### config.mk
export PLATFORM = sky130hd
export DESIGN_NAME = mips_subset_instruction_executor
export DESIGN_NICKNAME = d
export VERILOG_FILES = /design/src/rtl/core/mse_pkg.sv /design/src/rtl/core/mse_ram.sv /design/src/rtl/core/mse_exec.sv /design/src/rtl/core/mips_subset_instruction_executor.sv
export SDC_FILE = /design/constraint.sdc
export NUM_CORES = 2
export LEC_CHECK = 0
export ABC_AREA = 0
export BUFFER_PORTS_ARGS = -buffer_cell sky130_fd_sc_hd__buf_4
export CAP_MARGIN = 20
export CORE_MARGIN = 3
export CORE_UTILIZATION = 55
export CTS_CLUSTER_DIAMETER = 40
export CTS_CLUSTER_SIZE = 30
export DETAILED_ROUTE_END_ITERATION = 8
export GPL_ROUTABILITY_DRIVEN = 1
export MAX_ROUTING_LAYER = met4
export PLACE_DENSITY_LB_ADDON = 0.15
export SLEW_MARGIN = 20
export SYNTH_ARGS = -nofsm -noshare
export SYNTH_HDL_FRONTEND = slang
export SYNTH_HIERARCHICAL = 1
export SYNTH_SLANG_ARGS = --single-unit
### constraint.sdc
create_clock -name clk -period 13 [get_ports clk]
set_clock_uncertainty 0.15 [all_clocks]
set_input_delay 2.6 -clock clk [delete_from_list [all_inputs] [get_ports clk]]
set_output_delay 2.6 -clock clk [all_outputs]
set_load 0.005 [all_outputs]
### src/rtl/core/mse_pkg.sv
// ----------------------------------------------------------------------------
// mse_pkg
// Opcodes, function codes and shared types of the instruction executor.
// ----------------------------------------------------------------------------
`timescale 1ns / 1ps

package mse_pkg;

    // Primary opcodes (instruction bits 31:26).
    localparam logic [5:0] OP_RTYPE = 6'h00;
    localparam logic [5:0] OP_LW    = 6'h23;
    localparam logic [5:0] OP_SW    = 6'h2b;
    localparam logic [5:0] OP_BEQ   = 6'h04;

    // R-type function codes (instruction bits 5:0).
    localparam logic [5:0] FN_ADD = 6'h20;
    localparam logic [5:0] FN_AND = 6'h24;
    localparam logic [5:0] FN_OR  = 6'h25;
    localparam logic [5:0] FN_NOR = 6'h27;
    localparam logic [5:0] FN_SLT = 6'h2a;

    // The halt word only raises a flag.
    localparam logic [31:0] HALT_WORD = 32'h0c00_0000;

    // Register file geometry.
    localparam int RF_DEPTH = 8;
    localparam int RF_AW    = 3;

    // Control and status of one executed word.
    typedef struct packed {
        logic             reg_wr;
        logic             is_load;
        logic             store;
        logic             addr_err;
        logic             halt;
        logic [RF_AW-1:0] dest;
        logic [4:0]       addr5;
    } exec_ctl_t;

endpackage

### src/rtl/core/mse_ram.sv
// ----------------------------------------------------------------------------
// mse_ram
// Generic single write port, single read port RAM with registered read data.
// ----------------------------------------------------------------------------
`timescale 1ns / 1ps

module mse_ram #(
    parameter int WIDTH = 32,
    parameter int DEPTH = 32
) (
    input  logic                                  clk,
    input  logic                                  we,
    input  logic [(DEPTH > 1 ? $clog2(DEPTH) : 1)-1:0] waddr,
    input  logic [WIDTH-1:0]                      wdata,
    input  logic                                  re,
    input  logic [(DEPTH > 1 ? $clog2(DEPTH) : 1)-1:0] raddr,
    output logic [WIDTH-1:0]                      rdata
);

    logic [WIDTH-1:0] mem_reg [DEPTH];
    logic [WIDTH-1:0] rdata_reg;

    // Write port.
    always_ff @(posedge clk)
    begin
        if (we)
        begin
            mem_reg[waddr] <= wdata;
        end
    end

    // Registered read port; returns the old contents on a same-address write.
    always_ff @(posedge clk)
    begin
        if (re)
        begin
            rdata_reg <= mem_reg[raddr];
        end
    end

    assign rdata = rdata_reg;

endmodule

### src/rtl/core/mse_exec.sv
// ----------------------------------------------------------------------------
// mse_exec
// Decode and execute of one word: ALU, load/store address and next PC.
// ----------------------------------------------------------------------------
`timescale 1ns / 1ps

module mse_exec #(
    parameter int MEM_WORDS = 32,
    parameter int PC_WIDTH  = 16
) (
    input  logic [31:0]                       instruction,
    input  logic [31:0]                       op_a,
    input  logic [31:0]                       op_b,
    input  logic [PC_WIDTH-1:0]               pc,
    output mse_pkg::exec_ctl_t                ctl,
    output logic [31:0]                       wval,
    output logic [31:0]                       sval,
    output logic [PC_WIDTH-1:0]               npc,
    output logic [$clog2(MEM_WORDS)-1:0]      mem_index
);

    localparam int AW = $clog2(MEM_WORDS);

    logic [5:0]          opcode;
    logic [5:0]          funct;
    logic [31:0]         simm;
    logic [32:0]         addr_sum;
    logic                addr_ok;
    logic [PC_WIDTH-1:0] pc_inc;

    assign opcode = instruction[31:26];
    assign funct  = instruction[5:0];
    assign simm   = {{16{instruction[15]}}, instruction[15:0]};

    // Load/store address is computed without wrap, then range checked.
    assign addr_sum  = {op_a[31], op_a} + {simm[31], simm};
    assign addr_ok   = !addr_sum[32] && (addr_sum < 33'(MEM_WORDS));
    assign mem_index = addr_sum[AW-1:0];

    assign pc_inc = pc + PC_WIDTH'(1);

    // Operation select.
    always_comb
    begin
        ctl          = '0;
        ctl.halt     = (instruction == mse_pkg::HALT_WORD);
        wval         = '0;
        sval         = '0;
        npc          = pc_inc;
        unique case (opcode)
            mse_pkg::OP_RTYPE:
            begin
                ctl.reg_wr = 1'b1;
                ctl.dest   = instruction[13:11];
                unique case (funct)
                    mse_pkg::FN_ADD: wval = op_a + op_b;
                    mse_pkg::FN_AND: wval = op_a & op_b;
                    mse_pkg::FN_OR:  wval = op_a | op_b;
                    mse_pkg::FN_NOR: wval = ~(op_a | op_b);
                    mse_pkg::FN_SLT: wval = {31'b0, $signed(op_a) < $signed(op_b)};
                    default:
                    begin
                        ctl.reg_wr = 1'b0;
                        ctl.dest   = '0;
                    end
                endcase
            end
            mse_pkg::OP_LW:
            begin
                if (addr_ok)
                begin
                    ctl.reg_wr  = 1'b1;
                    ctl.is_load = 1'b1;
                    ctl.dest    = instruction[18:16];
                    ctl.addr5   = addr_sum[4:0];
                end
                else
                begin
                    ctl.addr_err = 1'b1;
                end
            end
            mse_pkg::OP_SW:
            begin
                if (addr_ok)
                begin
                    ctl.store = 1'b1;
                    ctl.addr5 = addr_sum[4:0];
                    sval      = op_b;
                end
                else
                begin
                    ctl.addr_err = 1'b1;
                end
            end
            mse_pkg::OP_BEQ:
            begin
                if (op_a == op_b)
                begin
                    npc = pc_inc + simm[PC_WIDTH-1:0];
                end
            end
            default:
            begin
                ctl.reg_wr = 1'b0;
            end
        endcase
    end

endmodule

### src/rtl/core/mips_subset_instruction_executor.sv
// ----------------------------------------------------------------------------
// mips_subset_instruction_executor
// An accepted word moves from the execute stage registers to the result stage
// registers. Throughput: one word per cycle while out_stall is low, register
// and load results forwarded. After reset a clearing pass zeroes the data
// memory and register file; in_stall stays high meanwhile.
// ----------------------------------------------------------------------------
`timescale 1ns / 1ps

module mips_subset_instruction_executor #(
    parameter int MEM_WORDS = 32,
    parameter int PC_WIDTH  = 16
) (
    input  logic        clk,
    input  logic        rst_n,
    input  logic        in_valid,
    output logic        in_stall,
    input  logic [31:0] instruction,
    output logic        out_valid,
    input  logic        out_stall,
    output logic [15:0] next_pc,
    output logic        reg_written,
    output logic [2:0]  dest_index,
    output logic [31:0] dest_value,
    output logic        store_done,
    output logic [4:0]  store_address,
    output logic [31:0] store_value,
    output logic        address_error,
    output logic        halted
);

    localparam int AW        = $clog2(MEM_WORDS);
    localparam int CLR_COUNT = (MEM_WORDS > mse_pkg::RF_DEPTH) ? MEM_WORDS : mse_pkg::RF_DEPTH;
    localparam int CNT_W     = $clog2(CLR_COUNT);
    localparam logic [CNT_W:0] MEM_LIM = (CNT_W + 1)'(MEM_WORDS);
    localparam logic [CNT_W:0] RF_LIM  = (CNT_W + 1)'(mse_pkg::RF_DEPTH);

    // Control state.
    logic                clearing_reg, clearing_next;
    logic [CNT_W-1:0]    clr_cnt_reg, clr_cnt_next;
    logic                s1_valid_reg, s1_valid_next;
    logic                s2_valid_reg, s2_valid_next;
    logic                fwd_a_hit_reg, fwd_a_hit_next;
    logic                fwd_b_hit_reg, fwd_b_hit_next;
    logic [PC_WIDTH-1:0] pc_reg, pc_next;

    // Payload state.
    logic [31:0]         s1_ins_reg;
    logic [31:0]         fwd_a_val_reg;
    logic [31:0]         fwd_b_val_reg;
    mse_pkg::exec_ctl_t  s2_ctl_reg;
    logic [31:0]         s2_val_reg;
    logic [31:0]         s2_sval_reg;
    logic [PC_WIDTH-1:0] s2_npc_reg;

    // Datapath.
    logic                in_accept;
    logic                s1_adv;
    logic [31:0]         rf_a_rdata, rf_b_rdata;
    logic [31:0]         dm_rdata;
    logic                s2_wr;
    logic [31:0]         s2_wval;
    logic [31:0]         op_a, op_b;
    mse_pkg::exec_ctl_t  ex_ctl;
    logic [31:0]         ex_wval, ex_sval;
    logic [PC_WIDTH-1:0] ex_npc;
    logic [AW-1:0]       ex_mem_index;
    logic                rf_we;
    logic [mse_pkg::RF_AW-1:0] rf_waddr;
    logic [31:0]         rf_wdata;
    logic                dm_we;
    logic [AW-1:0]       dm_waddr;
    logic [31:0]         dm_wdata;
    logic [31:0]         npc_wide;

    // Handshake and stage movement.
    assign s1_adv    = s1_valid_reg && (!s2_valid_reg || !out_stall);
    assign in_stall  = clearing_reg || (s1_valid_reg && !s1_adv);
    assign in_accept = in_valid && !in_stall;

    // Writeback from the result stage; a load takes the memory read data.
    assign s2_wr   = s2_valid_reg && s2_ctl_reg.reg_wr;
    assign s2_wval = s2_ctl_reg.is_load ? dm_rdata : s2_val_reg;

    // Operand forwarding: the result stage first, then the word captured at accept.
    always_comb
    begin
        priority if (s2_wr && (s2_ctl_reg.dest == s1_ins_reg[23:21]))
            op_a = s2_wval;
        else if (fwd_a_hit_reg)
            op_a = fwd_a_val_reg;
        else
            op_a = rf_a_rdata;

        priority if (s2_wr && (s2_ctl_reg.dest == s1_ins_reg[18:16]))
            op_b = s2_wval;
        else if (fwd_b_hit_reg)
            op_b = fwd_b_val_reg;
        else
            op_b = rf_b_rdata;
    end

    mse_exec #(
        .MEM_WORDS (MEM_WORDS),
        .PC_WIDTH  (PC_WIDTH)
    ) u_exec (
        .instruction (s1_ins_reg),
        .op_a        (op_a),
        .op_b        (op_b),
        .pc          (pc_reg),
        .ctl         (ex_ctl),
        .wval        (ex_wval),
        .sval        (ex_sval),
        .npc         (ex_npc),
        .mem_index   (ex_mem_index)
    );

    // Write ports: the clearing pass owns them until it finishes.
    always_comb
    begin
        if (clearing_reg)
        begin
            rf_we    = ({1'b0, clr_cnt_reg} < RF_LIM);
            rf_waddr = clr_cnt_reg[mse_pkg::RF_AW-1:0];
            rf_wdata = '0;
            dm_we    = ({1'b0, clr_cnt_reg} < MEM_LIM);
            dm_waddr = clr_cnt_reg[AW-1:0];
            dm_wdata = '0;
        end
        else
        begin
            rf_we    = s2_wr;
            rf_waddr = s2_ctl_reg.dest;
            rf_wdata = s2_wval;
            dm_we    = s1_adv && ex_ctl.store;
            dm_waddr = ex_mem_index;
            dm_wdata = ex_sval;
        end
    end

    // Register file: two copies give the two read ports.
    mse_ram #(
        .WIDTH (32),
        .DEPTH (mse_pkg::RF_DEPTH)
    ) u_rf_a (
        .clk   (clk),
        .we    (rf_we),
        .waddr (rf_waddr),
        .wdata (rf_wdata),
        .re    (in_accept),
        .raddr (instruction[23:21]),
        .rdata (rf_a_rdata)
    );

    mse_ram #(
        .WIDTH (32),
        .DEPTH (mse_pkg::RF_DEPTH)
    ) u_rf_b (
        .clk   (clk),
        .we    (rf_we),
        .waddr (rf_waddr),
        .wdata (rf_wdata),
        .re    (in_accept),
        .raddr (instruction[18:16]),
        .rdata (rf_b_rdata)
    );

    // Data memory; read data holds while the result stage is stalled.
    mse_ram #(
        .WIDTH (32),
        .DEPTH (MEM_WORDS)
    ) u_dmem (
        .clk   (clk),
        .we    (dm_we),
        .waddr (dm_waddr),
        .wdata (dm_wdata),
        .re    (s1_adv),
        .raddr (ex_mem_index),
        .rdata (dm_rdata)
    );

    // Next state of the control registers.
    always_comb
    begin
        clearing_next  = clearing_reg;
        clr_cnt_next   = clr_cnt_reg;
        s1_valid_next  = s1_valid_reg;
        s2_valid_next  = s2_valid_reg;
        fwd_a_hit_next = fwd_a_hit_reg;
        fwd_b_hit_next = fwd_b_hit_reg;
        pc_next        = pc_reg;

        if (clearing_reg)
        begin
            clr_cnt_next = clr_cnt_reg + CNT_W'(1);
            if (clr_cnt_reg == CNT_W'(CLR_COUNT - 1))
            begin
                clearing_next = 1'b0;
            end
        end

        if (in_accept)
        begin
            s1_valid_next  = 1'b1;
            fwd_a_hit_next = s2_wr && (s2_ctl_reg.dest == instruction[23:21]);
            fwd_b_hit_next = s2_wr && (s2_ctl_reg.dest == instruction[18:16]);
        end
        else if (s1_adv)
        begin
            s1_valid_next = 1'b0;
        end

        if (s1_adv)
        begin
            s2_valid_next = 1'b1;
            pc_next       = ex_npc;
        end
        else if (!out_stall)
        begin
            s2_valid_next = 1'b0;
        end
    end

    // Control registers.
    always_ff @(posedge clk or negedge rst_n)
    begin
        if (!rst_n)
        begin
            clearing_reg  <= 1'b1;
            clr_cnt_reg   <= '0;
            s1_valid_reg  <= 1'b0;
            s2_valid_reg  <= 1'b0;
            fwd_a_hit_reg <= 1'b0;
            fwd_b_hit_reg <= 1'b0;
            pc_reg        <= '0;
        end
        else
        begin
            clearing_reg  <= clearing_next;
            clr_cnt_reg   <= clr_cnt_next;
            s1_valid_reg  <= s1_valid_next;
            s2_valid_reg  <= s2_valid_next;
            fwd_a_hit_reg <= fwd_a_hit_next;
            fwd_b_hit_reg <= fwd_b_hit_next;
            pc_reg        <= pc_next;
        end
    end

    // Payload registers of the execute and result stages.
    always_ff @(posedge clk)
    begin
        if (in_accept)
        begin
            s1_ins_reg    <= instruction;
            fwd_a_val_reg <= s2_wval;
            fwd_b_val_reg <= s2_wval;
        end
        if (s1_adv)
        begin
            s2_ctl_reg  <= ex_ctl;
            s2_val_reg  <= ex_wval;
            s2_sval_reg <= ex_sval;
            s2_npc_reg  <= ex_npc;
        end
    end

    // Result word.
    assign npc_wide      = 32'(s2_npc_reg);
    assign out_valid     = s2_valid_reg;
    assign next_pc       = npc_wide[15:0];
    assign reg_written   = s2_ctl_reg.reg_wr;
    assign dest_index    = s2_ctl_reg.dest;
    assign dest_value    = s2_wval;
    assign store_done    = s2_ctl_reg.store;
    assign store_address = s2_ctl_reg.addr5;
    assign store_value   = s2_sval_reg;
    assign address_error = s2_ctl_reg.addr_err;
    assign halted        = s2_ctl_reg.halt;

endmodule

* After elaboration in Yosys (flattened, before gate mapping) *
Memories as Yosys holds them, arrays and structs flattened. A register that Yosys moved wholly into a read port is not among the register bits.
Cells that the tools add are included.

storage, ports and cells
  flip-flop bits (word level) = 183
  bits of input ports = 36
  bits in read-only memories = 0
  memories kept = 3
  output and inout bits = 94
  latch bits = 0
  logic and storage cells = 107
  bits in writable memories = 1536

memories
  memory          words  width  read ports  clocked after memory_dff  wr ports  RTL line       text
  u_dmem.mem_reg  32     32     1           1                         1         mse_ram.sv:20  logic [WIDTH-1:0] mem_reg [DEPTH];
  u_rf_a.mem_reg  8      32     1           1                         1         mse_ram.sv:20
  u_rf_b.mem_reg  8      32     1           1                         1         mse_ram.sv:20

cells by class
  eq/ne operators = 16
  reduce and logical (&&, ||, !) cells = 21
  mux-type cells = 37
  add/sub/neg operators = 5
  div/mod/pow operators = 0
  bitwise logic cells = 3
  shift operators = 0
  multipliers = 0
  order comparisons = 3

operators with widths
  operator                                                      count
  two-way mux 32 bit                                            9
  case mux 32 bit (5 select lines)                              1
  == test 6 bit (second input constant)                         7
  adder 32 x 16 -> 33 bit                                       1
  less-than comparator 33 x 6 -> 1 bit (second input constant)  1
  adder 32 bit                                                  1
  bitwise AND 32 bit                                            1
  == test 32 x 28 -> 1 bit (second input constant)              1
  == test 32 bit                                                1
  less-than comparator 32 bit                                   1
  two-way mux 16 bit                                            2
  NOT 32 bit                                                    1
  bitwise OR 32 bit                                             1
  adder 16 x 1 -> 16 bit (second input constant)                1
  adder 16 bit                                                  1
  two-way mux 1 bit                                             16
  == test 3 bit                                                 4
  logical AND 1 bit                                             10
  two-way mux 5 bit                                             2
  case mux 5 bit (2 select lines)                               1
  two-way mux 8 bit                                             1
  == test 6 x 3 -> 1 bit (second input constant)                1
  logical NOT 6 bit                                             1
  two-way mux 3 bit                                             2
  12 further kinds                                              17

* Longest topological paths before layout *
  word-level depth = 12
  gate-level depth with buffers = 24
  gate-level depth less buffers = 19

* Hierarchy *
The synthesis kept the hierarchy.

modules (own cells, without submodules)
  module                            instances  area each (µm²)  sequential area each (µm²)  cells an instance
  mse_ram at u_dmem                 1          40805.4          31710.4                     2260
  mse_ram at u_rf_a ...             2          10786.6          8648.3                      415
  mips_subset_instruction_executor  1          8308.0           5366.4                      555
  mse_exec                          1          7672.4           0.0                         1135

* Least setup slack after synthesis *
Ideal clock, no wire load.

  path kind = register to register
  start point = register s2_ctl_reg (netlist bit dest_index[2])
  end point = memory u_dmem.mem_reg[12][0], enable pin
  library setup time = 0.421 ns
  required time = 12.429 ns
  data arrival time = 7.117 ns
  stages on the path, launching flop included = 25
  clock period less this slack = 7.688 ns
  buffers on the path = 6
  path slack = 5.312 ns
  cell sequence = edfxtp_1 buf_6 xor2_1 or4_1 buf_6 buf_12 mux2i_1 inv_1 fa_1 nand2b_1 a21oi_2 o41ai_4 a211o_1 o211ai_1 xnor2_1 nand4_1 or4_4 or3_1 buf_4 buf_6 nor2_1 a21o_1 or3b_2 clkbuf_1 nor2_1

RTL lines
  what                      RTL line                                 text
  start: declaration        mips_subset_instruction_executor.sv:51   mse_pkg::exec_ctl_t s2_ctl_reg;
  start signal: assignment  mips_subset_instruction_executor.sv:260  s2_ctl_reg <= ex_ctl;
  end: declaration          mse_ram.sv:20

==> impl_metrics.json <==
{
  "status": "complete, no violations",
  "r2r-start": "dest_index[2]$_DFFE_PP_",
  "max-cap-violations": 0,
  "yosys-top-cells-count": "1789 x edfxtp_1, 689 x mux2i_1, 191 x nand2_1, 187 x a21oi_1, 173 x nor2_1",
  "crit_fanout": 36,
  "insertion_delay_ns": 0.85,
  "hp-start": "pc_reg[14]$_DFFE_PN0P_",
  "crit_type": "reg -> reg",
  "top_layer_used": "met4",
  "layout.cells.non_filler": 7046,
  "fin_nets": 5166,
  "detail_route.drc_violations": 0,
  "endpoint_kind": "flop",
  "fin_crit_ns": 8.93,
  "postSynthCellCount": 4780,
  "cts_buffers": 212,
  "setup_viol": 0,
  "n_fill_cell": 9966,
  "r2r_end": "u_dmem/mem_reg[17][21]$_DFFE_PP_",
  "placementRows": 137,
  "slew_headroom_pct": 18.9,
  "gp_congestion": 0.962,
  "final_antenna_net_count": 0,
  "route.met3.wl_um": 18100,
  "cellPowerDensity_nw_per_um2": 178,
  "wl_met2_um": 96500,
  "yosys.area.top_type": "edfxtp_1",
  "synth_nets": 4965,
  "dpl.hpwl_um": 138000,
  "setup_tns_ns": 0,
  "wl_met1_um": 95100,
  "synth_area_leaders": "edfxtp_1 69%, mux2i_1 8.8%, mux4_1 2.7%, ha_1 2.3%, mux4_2 1.4%",
  "die_area_um2": 147000,
  "route.vias.total": 44400,
  "dpl.cell_count": 6635,
  "wl_per_cell_um": 30.5,
  "p_sw_mw": 4.59,
  "syn_area_per_cell_um2": 16.4,
  "seq_area_frac_synth_pct": 69.4,
  "synth_flop_cell": "edfxtp_1",
  "chipWidth_um": 383,
  "clkPwrFrac_pct": 39.0,
  "cts_max_level": 4,
  "first_global_vias": 42500,
  "slew_violations": 0,
  "portBuffers": 129,
  "cp_slowest_cell": "nor2_4",
  "yosys.area.top_type_share_pct": 68.6,
  "ios": 130,
  "area_delta_synth_final_pct": 14.1,
  "largest_reg_flops": 1024,
  "overflow": 0,
  "arrival_ns": 9.27,
  "whs_path_depth": 1,
  "yosysWarnings": 6,
  "cts_buffer_depth": 3,
  "antenna_found_initial": 2,
  "startpoint_type": "flop",
  "grt_max_degree": 129,
  "cts_root_buf": "clkbuf_16",
  "fin_crit_sh_pct": 68.7,
  "grt_setup_unrepaired": "no",
  "r2r_cells": 20,
  "max_freq_mhz": 112,
  "synthArstFlopShare_pct": 1.43,
  "initial_utilization_pct": 55.7,
  "core_um2": 141000,
  "p_comb_share_pct": 18.2,
  "leakagePower_nw": 34.6,
  "holdCritPathClass": "reg -> reg",
  "holdBufCountCts": 0,
  "first_pass_iters": 6,
  "finalHoldViolCount": 0,
  "viasPerCell": 6.30,
  "syn_area_um2": 78400,
  "p_sw_share_pct": 28.8,
  "cp.required_ns": 13.35,
  "grt_pass1_wl_um": 308000,
  "clkTransAtPathRegs_ns": 0.06,
  "hold_end": "pc_reg[14]$_DFFE_PN0P_",
  "p_int_mw": 11.3,
  "synth_cell_types": 87,
  "wl_um": 215000,
  "rrSetupSlack_ns": 4.07,
  "post_cts_buffers": 0,
  "power_frac_seq_pct": 42.7,
  "drtIter0Drc": 4984,
  "clock_sink_count": 1815,
  "worstMarginPinSlew_ns": 1.21,
  "crit_chain": "xor2_1 > or4_2 > buf_4 > mux2i_1 > ha_1 > a21oi_1 > o21bai_1 > a222oi_1 > nand4b_1 > nor4_1 > o2111ai_1 > nor4_1 > nand4_1 > or3_2 > buf_4 > nor2_1 > a21o_1 > nand3b_1 > nor2_4 > buf_4",
  "cpMostUsedCell": "buf_4",
  "cts_tree": "yes",
  "synth.most_common_cell": "edfxtp_1",
  "die_h_um": 383,
  "slowest_delay_ns": 0.78,
  "final_layout_size_suffix_gt1_share_pct": 17.8,
  "synth_edf_count": 1789,
  "ys_ff_latch": 1815,
  "grtUsageTotal_pct": 30.0,
  "ctsResizeCount": 0,
  "ir_drop_mv": 0.131
}
final cells by class:
type                            count  area, um2  area share, %
Tap cell                         1876       2350           2.63
Antenna cell                        4       10.0         0.0112
Inverter                          154        583          0.652
Clock inverter                    171       2110           2.36
Sequential cell                  1815      54400           60.8
Clock buffer                      228       5450           6.10
Timing Repair Buffer              245       2030           2.27
Multi-Input combinational cell   2553      22500           25.2
power groups by stage:
stage | clock network, mW | registers [mW] | logic, mW
2_1_floorplan | 0 | 6.86 | 1.78
3_3_place_gp | 0 | 6.93 | 2.85
3_5_place_dp | 0 | 6.93 | 2.86
4_1_cts | 6.31 | 6.81 | 2.87
5_1_grt | 6.57 | 6.82 | 3.06
6_report | 6.22 | 6.81 | 2.91
cell families (layout without fill, tap and decap cells):
logic type                 Yosys count  count (layout)  synth area share, %
DFF                               1815            1815                 69.4
muxes                              906             906                 14.1
adders and majority gates          149             149                 2.41
buffers and inverters              412             798                 2.73
other                                0               4                    0
AOI/OAI and AO/OA                  677             677                 5.80
and+or+nand+nor                    742             742                 4.64
xor gates and xnor gates            79              79                0.883
worst max path at each step:
stage                                  startpoint                                to  slack, ns
after floorplan           dest_index[2]$_DFFE_PP_   u_dmem/mem_reg[12][0]$_DFFE_PP_       5.31
after global placement    dest_index[2]$_DFFE_PP_   u_dmem/mem_reg[9][24]$_DFFE_PP_       4.21
after detailed placement  dest_index[2]$_DFFE_PP_  u_dmem/mem_reg[13][22]$_DFFE_PP_       4.13
after CTS                 dest_index[2]$_DFFE_PP_  u_dmem/mem_reg[13][22]$_DFFE_PP_       4.07
after global routing      dest_index[2]$_DFFE_PP_  u_dmem/mem_reg[21][23]$_DFFE_PP_       3.70
final                     dest_index[2]$_DFFE_PP_  u_dmem/mem_reg[17][21]$_DFFE_PP_       4.07
placed cells by master (no fill, tap or decap), types with 23 or more instances in the layout:
cell type   synthesis  layout
a21oi_1           187     187
xor2_1             32      32
a31oi_1            55      55
buf_4              43     232
ha_1              146     145
bufinv_16           0      30
a22o_1             66      66
clkinv_2            0      26
nor2_2              0      25
edfxtp_1         1789    1789
clkinv_4            0      23
clkinvlp_4          0      23
inv_6               0      30
o21ai_0            74      73
inv_1             152     151
nand2_1           191     190
a21o_1             34      34
a211oi_1           24      24
nor3_2             27      31
nand3_1           131     131
mux4_2             48      48
clkbuf_16           0     216
nor2_4              0      45
nor2_1            173     103
xnor2_1            47      47
dfrtp_1            25      23
mux2_2             89      89
mux4_1             80      80
nor3_1             61      57
a22oi_1           114     114
mux2i_1           689     689
stage by stage:
stage	hold slack [ns]	instance area, um2	power (mW)	worst slack (ns)	utilization [%]
finish	0.358	89400	15.9	4.07	63.6
global route	0.384	89400	16.4	3.70	63.6
CTS	0.359	89200	16.0	4.07	63.4
detailed placement	0.347	81600	9.79	4.13	58.1
global placement	0.343	81500	9.78	4.21	58.0
floorplan	0.314	78400	8.65	5.31	-
layer usage:
metal / track usage [%] / up-vias
li1: - / 19200
met1: 44.6 / 22800
met2: 43.4 / 2024
met3: 5.35 / 299
met4: 7.50 / 0
met5: - / -
critical path: cells and delay by family (launching register included):
kind	cells	cell delay, ns
buffers and inverters	3	1.09
adder cells (fa/ha/maj)	1	0.45
XOR/XNOR	1	0.21
AND/OR/NAND/NOR	9	3.97
flip-flops	1	0.50
AO/OA/AOI/OAI	5	1.61
multiplexers	1	0.49
No activity file was read; power rests on OpenSTA's default activity.
